## config.mk

```make
export PLATFORM = sky130hd
export DESIGN_NAME = rbpf_ctrl
export DESIGN_NICKNAME = d
export VERILOG_FILES = /design/src/rtl/rbpf_pkg.sv /design/src/rtl/rbpf_ctrl.sv
export SDC_FILE = /design/constraint.sdc
export NUM_CORES = 1
export LEC_CHECK = 0
export ABC_CLOCK_PERIOD_IN_PS = 8100
export BUFFER_PORTS_ARGS = -buffer_cell sky130_fd_sc_hd__buf_4
export CAP_MARGIN = 20
export CORE_MARGIN = 10
export CORE_UTILIZATION = 55
export CTS_BUF_LIST = sky130_fd_sc_hd__clkbuf_16
export DETAILED_ROUTE_END_ITERATION = 8
export PLACE_DENSITY = 0.78
export SYNTH_ARGS = -nofsm -noshare
export SYNTH_HDL_FRONTEND = slang
export SYNTH_SLANG_ARGS = --single-unit
```

## constraint.sdc

```tcl
create_clock -name i_clk -period 8.1 [get_ports i_clk]
set_input_delay 1.62 -clock i_clk [delete_from_list [all_inputs] [get_ports i_clk]]
set_output_delay 1.62 -clock i_clk [all_outputs]
set_load 0.1 [all_outputs]
```

## src/rtl/rbpf_pkg.sv

```systemverilog
// Shared types and constants for the refcounted byte pipe FIFO.
// Used by rbpf_ring, rbpf_ctrl and refcounted_byte_pipe_fifo; depends on nothing.
package rbpf_pkg;

    // Default geometry of the pipe.
    localparam int RING_DEPTH_DEF = 4096;
    localparam int REF_MAX_DEF    = 255;

    // Fixed widths of the result fields.
    localparam int DATA_W  = 8;
    localparam int MOVED_W = 13;
    localparam int COUNT_W = 8;
    localparam int CMD_W   = 3;
    localparam int STAT_W  = 2;

    // The per-request byte counter saturates here.
    localparam logic [MOVED_W-1:0] MOVED_MAX = {MOVED_W{1'b1}};

    // Command codes carried on the input tuser.
    typedef enum logic [CMD_W-1:0] {
        CMD_CREATE   = 3'd0,
        CMD_WRITE    = 3'd1,
        CMD_READ     = 3'd2,
        CMD_ADD_RD   = 3'd3,
        CMD_ADD_WR   = 3'd4,
        CMD_CLOSE_RD = 3'd5,
        CMD_CLOSE_WR = 3'd6
    } t_cmd;

    // Result status carried on the output tuser.
    typedef enum logic [STAT_W-1:0] {
        ST_DONE    = 2'd0,
        ST_REFUSED = 2'd1,
        ST_NO_PIPE = 2'd2
    } t_status;

    // Everything of one result except the byte read from the ring.
    typedef struct packed {
        t_status              status;
        logic [MOVED_W-1:0]   moved;
        logic [MOVED_W-1:0]   fill;
        logic [COUNT_W-1:0]   rd_cnt;
        logic [COUNT_W-1:0]   wr_cnt;
        logic                 ring_full;
        logic                 has_data;
        logic                 released;
        logic                 rd_ok;
    } t_result;

    // Access request to the ring memory.
    typedef struct packed {
        logic we;
        logic re;
    } t_ring_ctl;

endpackage

```

## src/rtl/rbpf_ctrl.sv

```systemverilog
// Pipe control: positions, reference counts and request state, updated once per item.
// Depends on rbpf_pkg; drives the access request of rbpf_ring.
module rbpf_ctrl #(
    parameter int RING_DEPTH = rbpf_pkg::RING_DEPTH_DEF,
    parameter int REF_MAX    = rbpf_pkg::REF_MAX_DEF,
    parameter int AW         = $clog2(RING_DEPTH)
) (
    input  logic                        i_clk,
    input  logic                        i_rst_n,
    input  logic                        i_fire,
    input  logic [rbpf_pkg::CMD_W-1:0]  i_cmd,
    input  logic                        i_last,
    output rbpf_pkg::t_result           o_res,
    output rbpf_pkg::t_ring_ctl         o_ring_ctl,
    output logic [AW-1:0]               o_addr
);
    import rbpf_pkg::*;

    localparam int PW = AW + 1;
    localparam int RW = (REF_MAX < 2) ? 1 : $clog2(REF_MAX + 1);

    logic [PW-1:0]      r_wp, n_wp;
    logic [PW-1:0]      r_rp, n_rp;
    logic [RW-1:0]      r_rd_refs, n_rd_refs;
    logic [RW-1:0]      r_wr_refs, n_wr_refs;
    logic               r_live, n_live;
    logic [MOVED_W-1:0] r_moved, n_moved;
    logic               r_stopped, n_stopped;

    logic [PW-1:0]      fill_now;
    logic [PW-1:0]      fill_after;
    logic               byte_ok;

    assign fill_now = r_wp - r_rp;

    // Next state and result of the current command.
    always_comb begin
        n_wp         = r_wp;
        n_rp         = r_rp;
        n_rd_refs    = r_rd_refs;
        n_wr_refs    = r_wr_refs;
        n_live       = r_live;
        n_moved      = r_moved;
        n_stopped    = r_stopped;
        o_res        = '0;
        o_res.status = ST_DONE;
        o_ring_ctl   = '0;
        o_addr       = r_wp[AW-1:0];
        byte_ok      = 1'b0;

        if (t_cmd'(i_cmd) == CMD_CREATE) begin
            n_wp      = '0;
            n_rp      = '0;
            n_rd_refs = '0;
            n_wr_refs = '0;
            n_moved   = '0;
            n_stopped = 1'b0;
            n_live    = 1'b1;
        end else if (!r_live) begin
            o_res.status = ST_NO_PIPE;
        end else begin
            case (t_cmd'(i_cmd))
                CMD_WRITE, CMD_READ: begin
                    if (t_cmd'(i_cmd) == CMD_WRITE) begin
                        byte_ok = !r_stopped && (fill_now != PW'(RING_DEPTH));
                    end else begin
                        byte_ok = !r_stopped && (fill_now != '0);
                        o_addr  = r_rp[AW-1:0];
                    end
                    if (byte_ok) begin
                        if (t_cmd'(i_cmd) == CMD_WRITE) begin
                            o_ring_ctl.we = 1'b1;
                            n_wp          = r_wp + 1'b1;
                        end else begin
                            o_ring_ctl.re = 1'b1;
                            o_res.rd_ok   = 1'b1;
                            n_rp          = r_rp + 1'b1;
                        end
                        if (r_moved != MOVED_MAX) begin
                            n_moved = r_moved + 1'b1;
                        end
                    end else begin
                        o_res.status = ST_REFUSED;
                        n_stopped    = 1'b1;
                    end
                    o_res.moved = n_moved;
                    // The end of a request clears its state, moved or refused.
                    if (i_last) begin
                        n_moved   = '0;
                        n_stopped = 1'b0;
                    end
                end
                CMD_ADD_RD: begin
                    if (r_rd_refs >= RW'(REF_MAX)) begin
                        o_res.status = ST_REFUSED;
                    end else begin
                        n_rd_refs = r_rd_refs + 1'b1;
                    end
                end
                CMD_ADD_WR: begin
                    if (r_wr_refs >= RW'(REF_MAX)) begin
                        o_res.status = ST_REFUSED;
                    end else begin
                        n_wr_refs = r_wr_refs + 1'b1;
                    end
                end
                CMD_CLOSE_RD, CMD_CLOSE_WR: begin
                    if (t_cmd'(i_cmd) == CMD_CLOSE_RD) begin
                        if (r_rd_refs == '0) begin
                            o_res.status = ST_REFUSED;
                        end else begin
                            n_rd_refs = r_rd_refs - 1'b1;
                        end
                    end else begin
                        if (r_wr_refs == '0) begin
                            o_res.status = ST_REFUSED;
                        end else begin
                            n_wr_refs = r_wr_refs - 1'b1;
                        end
                    end
                    // Dropping the last reference of both ends frees the pipe.
                    if (o_res.status == ST_DONE && n_rd_refs == '0 && n_wr_refs == '0) begin
                        o_res.released = 1'b1;
                        n_wp           = '0;
                        n_rp           = '0;
                        n_moved        = '0;
                        n_stopped      = 1'b0;
                        n_live         = 1'b0;
                    end
                end
                default: begin
                    o_res.status = ST_REFUSED;
                end
            endcase
        end

        // Status fields after the step.
        fill_after      = n_live ? (n_wp - n_rp) : '0;
        o_res.fill      = MOVED_W'(fill_after);
        o_res.ring_full = (fill_after == PW'(RING_DEPTH));
        o_res.has_data  = (fill_after != '0);
        o_res.rd_cnt    = n_live ? COUNT_W'(n_rd_refs) : '0;
        o_res.wr_cnt    = n_live ? COUNT_W'(n_wr_refs) : '0;

        // Nothing commits without an accepted item.
        if (!i_fire) begin
            o_ring_ctl = '0;
        end
    end

    // State registers.
    always_ff @(posedge i_clk) begin
        if (!i_rst_n) begin
            r_wp      <= '0;
            r_rp      <= '0;
            r_rd_refs <= '0;
            r_wr_refs <= '0;
            r_live    <= 1'b0;
            r_moved   <= '0;
            r_stopped <= 1'b0;
        end else if (i_fire) begin
            r_wp      <= n_wp;
            r_rp      <= n_rp;
            r_rd_refs <= n_rd_refs;
            r_wr_refs <= n_wr_refs;
            r_live    <= n_live;
            r_moved   <= n_moved;
            r_stopped <= n_stopped;
        end
    end

endmodule

```

==> results.toml, run 1 <==
[logic_synthesis]
synth.avg_cell_area_um2 = 6.69
synth.area.top_cells = "dfxtp_1 17%, nor2_1 8.3%, a21oi_1 6.3%"
yosysTopAreaCell = "dfxtp_1"
synth-edff-count = 0
synth_area_um2 = 6640
ys_seq_area_share_pct = 17.2
ys_types = 82
synthArstFlopShare_pct = 0
syn-num-nets = 1032
synth.top_cell.area_share_pct = 17.2
ys_warn_count = 0
synthCells = 993
synthFlopType = "dfxtp_1"
synth.ff_latch_count = 57

[detailed_routing]
ant_nets = 0
routedWlPerCell_um = 18.8
num_vias = 7965
drt-total-wl_mm = 22.6
firstDrtPassIters = 7
vias_per_cell = 6.62
drt_iter0_markers = 1023
drc = 0

[min_path]
min_from = "r_moved[1]"
min_delay_worst_endpoint = "r_moved[1]"
hold_path_depth = 2
hold_class = "reg -> reg"

[place]
globalplace.congestion = 0.975
pre_cts_ws_ps = 38.5
place_area_um2 = 7450
numPortBuffers = 68
dp_hpwl_mm = 16.3

[setup_path]
worst_path_max_delay_cell = "or4_1"
path_class = "in -> out"
reg2reg_from = "r_rp[7]"
r2r_cells = 16
crit_path_max_fanout = 13
r2r_setup_slack_ps = 3530
critical_path_buf_inv_count = 4
max_stage_delay_ps = 400
path_delay_family = "simple AND/OR/NAND/NOR gates"
worstPathCellList = "buf_4 > nor3b_4 > xnor2_2 > a21boi_2 > nor3_1 > a41o_1 > nor2_1 > buf_4 > nand4_1 > xnor2_1 > a22oi_1 > nor2_1 > a21oi_1 > ha_1 > inv_1 > o21bai_1 > a21o_1 > or4_1 > nand4_1 > o2111a_1 > nand4_1 > nor4b_4 > buf_6"
path_common_cell = "nand4_1"
critPathRequiredTime_ps = 6480
worst_setup_path_end_kind = "output port"
reg2reg_to = "r_moved[9]"
cp.arrival_ps = 6320
start_kind = "primary input"

[sta]
min_period_over_period_pct = 98.0
fmax_mhz = 126
post-route-worst-setup-slack_ps = 163
skew_ps = 7.43
min_period_ps = 7940
worstMarginPinSlew_ps = 1130
slew_headroom_pct = 23.5
hold_viol_final = 0
setup_violations = 0
report.final.slew_viol_count = 0

[floorplanning]
core_um2 = 11900
io_pins = 69
fp-row-count = 40
start_util_pct = 55.7
die_h_um = 130
die_w_um = 130
die_area_um2 = 16900

[power_and_ir_drop]
ir_drop_v = 0.0000765
power_density_nw_per_um2 = 136
leakagePower_nw = 3.13

[clocking]
clk_pin_slew_ps = 50
cts.path.max_buffers = 2
insertion_delay_ps = 340
cts_tree = "done"
htree_num_levels = 3
cts_inserted_buffers = 9
cts.sinks = 57
cts_root_buf = "clkbuf_16"

[layout]
final_area_um2 = 7850
area_growth_pct = 18.2
fill_cells = 1066
nets = 1091
antenna_cells = 0
layout-drive-gt1-share_pct = 18.4

[global_routing]
overflow = 0
track_usage_pct = 25.7
antenna_found_initial = 0
grt_max_degree = 52
grt_pass1_wl_mm = 35.8
first_global_vias = 7214

[outcome]
outcome = "finished clean"

[job]
max-cap-violations = 0
==> stage by stage <==
| step | hold WS [ps] | TNS [ps] | total power, mW | util (%) | instances |
|---|---|---|---|---|---|
| finish | 497 | 0 | 1.07 | 65.9 | 1203 |
| global route | 551 | -46.7 | 1.11 | 65.9 | 1203 |
| CTS | 494 | 0 | 1.05 | 64.9 | 1199 |
| detailed placement | 490 | 0 | 0.677 | 62.5 | 1184 |
| floorplan | 445 | -216 | 0.592 | - | 993 |
| global placement | 483 | 0 | 0.673 | 62.5 | 1184 |
==> layout make-up <==
class                           instances  area [um2]  share of cell area (%)
Sequential cell                        57        1140                    14.6
Timing Repair Buffer                  109         826                    10.5
Multi-Input combinational cell        836        5270                    67.2
Tap cell                              147         184                    2.34
Inverter                               39         146                    1.86
Clock buffer                            9         225                    2.87
Clock inverter                          6        52.6                   0.669
==> placed cells by master, fill, tap and decap left out, types with 10 or more instances in the layout <==
cell / netlist / routed
ha_1: 31 / 28
mux2i_1: 15 / 14
mux2_2: 10 / 10
buf_4: 1 / 107
nand4_1: 22 / 22
xnor2_1: 17 / 16
nor4_1: 14 / 14
a21oi_1: 84 / 79
nor3_1: 48 / 45
a31oi_1: 11 / 10
nor2_1: 147 / 146
a22oi_1: 13 / 12
and3_1: 20 / 20
nand3_1: 44 / 44
dfxtp_1: 57 / 55
a211oi_1: 25 / 24
xor2_1: 12 / 12
nand2_1: 92 / 92
inv_1: 38 / 39
o21ai_0: 62 / 59
==> per-layer routing <==
layer / up-vias / GRT usage [%] / wire (um)
met2: 507 / 40.8 / 10200
met4: 0 / 11.6 / 903
met3: 90 / 5.44 / 2280
met5: - / 0 / 0
met1: 3603 / 32.7 / 9140
li1: 3765 / - / -
==> cell usage after synthesis, drive strengths merged (14+ instances only) <==
| master | number |
|---|---|
| nor2 | 148 |
| nand2 | 92 |
| a21oi | 84 |
| o21ai | 64 |
| dfxtp | 57 |
| clkbuf | 56 |
| nor3 | 48 |
| nand3 | 45 |
| inv | 38 |
| ha | 31 |
| a211oi | 26 |
| nand4 | 22 |
| and3 | 20 |
| xnor2 | 17 |
| mux2i | 15 |
| nor4 | 14 |
==> report_power, final <==
| part | total [mW] | switching, mW | internal [mW] |
|---|---|---|---|
| clock | 0.374 | 0.142 | 0.232 |
| sequential | 0.303 | 0.0147 | 0.288 |
| combinational | 0.390 | 0.258 | 0.133 |
==> timing repair <==
item / CTS / global route
hold buffers: 0 / 0
setup buffers: 0 / 3
resized for setup: 0 / 26
setup endpoints to repair: 0 / 4
==> kinds of logic after synthesis <==
logic type | synth area share (%)
compound gates | 27.6
xor+xnor | 3.83
fa+ha+maj | 6.14
buf+inv | 5.95
flops | 17.2
mux | 4.18
simple gates | 35.1
==> how the worst max path moves through the flow <==
| stage | startpoint | endpoint | slack, ps | cells past startpoint |
|---|---|---|---|---|
| finish | i_cmd[1] | o_res[3] | 160 | 23 |
| global route | i_cmd[1] | o_res[3] | -40 | 22 |
| CTS | i_cmd[1] | o_res[3] | 20 | 21 |
| detailed placement | i_cmd[1] | o_res[3] | 40 | 21 |
| global placement | i_cmd[1] | o_res[3] | 140 | 21 |
| floorplan | i_cmd[2] | o_res[3] | -140 | 23 |
==> tightest hold or removal path, cell delays in order (launching register included) <==
cell and delay (ps):
dfxtp_1 330, nand2_1 70, a21oi_1 50
==> state kept, by name, summed over array words and instances, names as in the netlist <==
register / count
r_stopped: 1
r_wp: 13
r_moved: 13
r_rd_refs: 8
r_live: 1
r_rp: 13
r_wr_refs: 8
(Power assumes the default switching activity.)
==> inputs of run 2 (changes only) <==
BUFFER_PORTS_ARGS = unset   (was -buffer_cell sky130_fd_sc_hd__buf_4)
CORE_UTILIZATION = 57   (was 55)
DONT_BUFFER_PORTS = 1   (was unset)
PLACE_DENSITY = 0.75   (was 0.78)
==> run 2 against run 1 <==
Die area is 3.0% lower. Setup slack better by 88 ps. Clock power is 21% higher. Largest cell class unchanged. Critical path type unchanged. Clock-buffer cell count stayed put. Critical endpoint unchanged. Design area is 1.9% higher.
==> results.toml, run 2 (synthesis gave the netlist of run 1 again) <==
[outcome]
outcome = "finished clean"

[sta]
min_period_ps = 7850
hold_viol_final = 0
skew_ps = 6.08
min_period_over_period_pct = 96.9
report.final.slew_viol_count = 0
slew_headroom_pct = 20.9
setup_violations = 0
fmax_mhz = 127
hold_ws_ps = 495
worstMarginPinSlew_ps = 1190

[clocking]
cts_tree = "done"
hold_buffers = 0
cts_root_buf = "clkbuf_16"
cts.sinks = 57
cts.path.max_buffers = 2
cts_inserted_buffers = 9
clk_pin_slew_ps = 60
insertion_delay_ps = 340
htree_num_levels = 3

[setup_path]
reg2reg_from = "r_rp[2]"
cp.arrival_ps = 6230
crit_path_max_fanout = 12
worst_setup_path_end_kind = "output port"
path_class = "in -> out"
start_kind = "primary input"
critPathRequiredTime_ps = 6480
cp-startpoint = "i_cmd[0]"

[place]
numPortBuffers = 0
dp_hpwl_mm = 16.0
globalplace.congestion = 1.02

[layout]
reg_top3 = "r_moved: 13 flops, r_rp: 13 flops, r_wp: 13 flops"
antenna_cells = 0
nets = 1053
final_common_cell = "nor2_1"
area_growth_pct = 20.5
final_cell_mix = "115 x nor2_1, 92 x nand2_1, 81 x a21oi_1"
register_area_um2 = 1140
fill_cells = 1005
multi_input_area_um2 = 5380
layout-drive-gt1-share_pct = 19.0

[power_and_ir_drop]
sw_frac_of_total_pct = 36.6
ir_drop_v = 0.000267
p_int_mw = 0.724
total_power_mw = 1.14
seq_power_share_pct = 26.5
leakagePower_nw = 3.01
pwr-share-clk_pct = 39.6
p_sw_mw = 0.417
power_density_nw_per_um2 = 143
power_frac_comb_pct = 33.8

[global_routing]
antenna_found_initial = 0
overflow = 0
track_usage_pct = 25.3
grt_max_degree = 53
first_global_vias = 6840
grt_pass1_wl_mm = 34.9

[floorplanning]
die_h_um = 128
io_pins = 69
core_um2 = 11400
die_w_um = 128
fp-row-count = 39
start_util_pct = 58.2
die_area_um2 = 16400

[detailed_routing]
firstDrtPassIters = 8
drt-total-wl_mm = 22.0
drc = 0
num_vias = 7774
ant_nets = 0
vias_per_cell = 6.69
routedWlPerCell_um = 19.0
drt_iter0_markers = 863

[min_path]
hold_class = "reg -> reg"
min_from = "r_moved[1]"

[job]
max-cap-violations = 0
==> run 2: critical path, cell delays in order <==
cell and delay, ps:
and3b_1 170, buf_4 170, a31oi_4 200, a32o_1 200
or4b_1 470, or4_4 460, nand3_4 140, o21ai_2 110
a22oi_2 250, ha_2 200, inv_2 40, fa_2 390
a21o_1 190, a21oi_4 160, nor2b_1 100, a211oi_1 220
a21oi_1 60, nand4_1 140, o2111a_1 200, nand4_1 180
nor4b_4 330, buf_12 220
==> run 2: what timing repair did <==
item	in CTS	in global routing
pin swaps	0	4
buffers inserted	0	10
resized for setup	1	14
endpoints found under the setup margin	2	5
==> run 2: metrics by stage <==
step | instance area [um2] | utilization, % | setup slack (ps) | setup TNS (ps) | instances
finish | 8000 | 70.1 | 251 | 0 | 1162
global route | 8000 | 70.1 | -29.9 | -29.9 | 1162
CTS | 7880 | 69.0 | 3.83 | 0 | 1152
detailed placement | 7540 | 66.0 | 153 | 0 | 1136
global placement | 7540 | 66.0 | 294 | 0 | 1136
floorplan | 6730 | - | -143 | -216 | 993
==> run 2: layout make-up <==
class	instances	area share, %
repair buffers	72	10.1
inverters	39	1.83
flip-flops and latches	57	14.3
clock buffers	9	2.81
multi-input cells	835	67.2
well taps	143	2.24
clock inverters	7	1.49
==> run 2: final timing paths <==
kind                            cells after the start          to  slack, ps
worst min register to register                      2  r_moved[1]        490
worst max register to register                     16  r_moved[9]       3690
worst max-delay path                               22    o_res[3]        250
worst min-delay path                                2  r_moved[1]        490
==> run 2: routing by layer <==
layer	vias to the layer above	part of all wire, %	global-route usage, %
met5	-	0	0
met4	0	3.9	9.93
met3	81	10	6.41
met2	459	46	40.7
met1	3541	39	31.6
li1	3693	-	-
==> run 2: power groups by stage <==
stage          Clock, mW  Sequential [mW]  Combinational [mW]
2_1_floorplan          0            0.301               0.291
3_3_place_gp           0            0.308               0.368
3_5_place_dp           0            0.308               0.371
4_1_cts            0.454            0.302               0.374
5_1_grt            0.465            0.304               0.415
6_report           0.452            0.303               0.386
==> inputs of run 3 (changes only) <==
CORE_UTILIZATION = 40   (was 57)
PLACE_DENSITY = unset   (was 0.75)
==> run 3 against run 2 <==
Setup slack worse by 100 ps. Hold slack worse by 5.2 ps. Design area up 2.2%. Critical path depth down 1. Cell count up 7.2%. Clock-buffer cell count unchanged. Combinational power up 3%. First-iteration DRC count up 9.3%. Total power down 2.5%. Utilization down 20 points. Global-route usage down 4.8 points. Maximum frequency down 1.3%. Critical endpoint unchanged. Highest routed layer unchanged.
==> results.toml, run 3 (synthesis gave the netlist of run 1 again) <==
[layout]
final_cell_mix = "114 x nor2_1, 92 x nand2_1, 79 x a21oi_1"
nets = 1060
final_area_um2 = 8180
final_common_cell = "nor2_1"
antenna_cells = 0
final_core_util_pct = 49.9
reg_top3 = "r_moved: 13 flops, r_rp: 13 flops, r_wp: 13 flops"
layout-drive-gt1-share_pct = 20.6
area_growth_pct = 23.2

[sta]
tns_ps = 0
worstMarginPinSlew_ps = 1120
report.final.slew_viol_count = 0
slew_headroom_pct = 25.4
post-route-worst-setup-slack_ps = 150
hold_viol_final = 0
min_period_over_period_pct = 98.2
skew_ps = 7.57
setup_violations = 0
fmax_mhz = 126
min_period_ps = 7950

[global_routing]
first_global_vias = 6958
track_usage_pct = 20.5
grt_max_degree = 53
antenna_found_initial = 0
overflow = 0
grt_pass1_wl_mm = 37.4

[clocking]
hold_buffers = 0
cts_tree = "done"
cts_inserted_buffers = 9
insertion_delay_ps = 350
htree_num_levels = 3
cts_root_buf = "clkbuf_16"
cts.sinks = 57
clk_pin_slew_ps = 50
cts.path.max_buffers = 2

[power_and_ir_drop]
power_density_nw_per_um2 = 136
total_power_mw = 1.11
leakagePower_nw = 3.04
ir_drop_v = 0.000103

[detailed_routing]
num_vias = 7633
ant_nets = 0
drt_iter0_markers = 943
drc = 0
routedWlPerCell_um = 18.7
vias_per_cell = 6.13
firstDrtPassIters = 5
drt-total-wl_mm = 23.3

[setup_path]
worst_setup_path_end_kind = "output port"
start_kind = "primary input"
cp.arrival_ps = 6330
worstPathCellList = "nor3b_4 > xnor2_2 > a21boi_2 > nor3_1 > a41o_2 > or4_4 > a21oi_1 > nor2_1 > o21ai_1 > o31ai_2 > ha_2 > and2_4 > nand2_1 > nor2_2 > nand3_1 > mux2_4 > a21o_1 > a211oi_2 > nand4_1 > nor4b_4 > buf_12"
crit_path_max_fanout = 12
worst_path_max_delay_cell = "or4_4"
critPathRequiredTime_ps = 6480
path_class = "in -> out"
max_stage_delay_ps = 580

[job]
max-cap-violations = 0

[outcome]
outcome = "finished clean"

[place]
dp_hpwl_mm = 17.1
globalplace.congestion = 0.973
place_area_um2 = 7690
pre_cts_ws_ps = 127
numPortBuffers = 0

[floorplanning]
die_area_um2 = 22200
fp-row-count = 47
die_h_um = 149
start_util_pct = 40.5
die_w_um = 149
core_um2 = 16400
io_pins = 69

[min_path]
hold_class = "reg -> reg"
==> run 3: cell count changes in the layout (fill, tap and decap cells not counted), sizes merged <==
cell	delta
clkinvlp	+1
buf	+9
bufinv	-1
clkbuf	-2
clkinv	+1
inv	-1
==> run 3: routing by layer <==
metal | GRT usage [%] | vias to the layer above | wire (um)
met5 | 0 | - | 0
met4 | 6.67 | 0 | 545
met3 | 4.40 | 53 | 1800
met2 | 32.9 | 358 | 10900
met1 | 26.7 | 3514 | 9980
li1 | - | 3708 | -
==> run 3: per-stage QoR <==
stage / cells / hold slack (ps)
after floorplan: 993 / 445
after detailed placement: 1220 / 482
final: 1246 / 490
after CTS: 1236 / 490
after global routing: 1246 / 521
after global placement: 1220 / 486
==> run 3: where the power goes <==
group	internal [mW]	switching (mW)
sequential	0.288	0.0142
clock	0.266	0.149
combinational	0.141	0.256
==> run 3: worst paths after layout <==
path / cells past startpoint / slack [ps] / from / end
worst max-delay path: 21 / 150 / i_cmd[1] / o_res[3]
worst min-delay path: 2 / 490 / r_moved[1] / r_moved[1]
worst max register to register: 15 / 3850 / r_rp[1] / r_moved[9]
worst min register to register: 2 / 490 / r_moved[1] / r_moved[1]
==> run 3: cell type report <==
cell class,instances,area (um2)
Fill cell,1621,8230
Multi-Input combinational cell,835,5430
Sequential cell,57,1140
Timing Repair Buffer,79,872
Tap cell,220,275
Clock buffer,9,225
Inverter,39,146
Clock inverter,7,86.3
==> run 3: what timing repair did <==
item                                    4_1_cts  5_1_grt
gates resized for setup                       0       30
endpoints found under the setup margin        0        4
buffers inserted                              0       10
==> run 3: critical path, delay by kind of cell <==
family / cells / cell delay, ps
fa+ha+maj: 1 / 410
mux: 1 / 340
buf+inv: 1 / 210
xor+xnor: 1 / 170
compound gates: 7 / 1400
simple gates: 10 / 2160
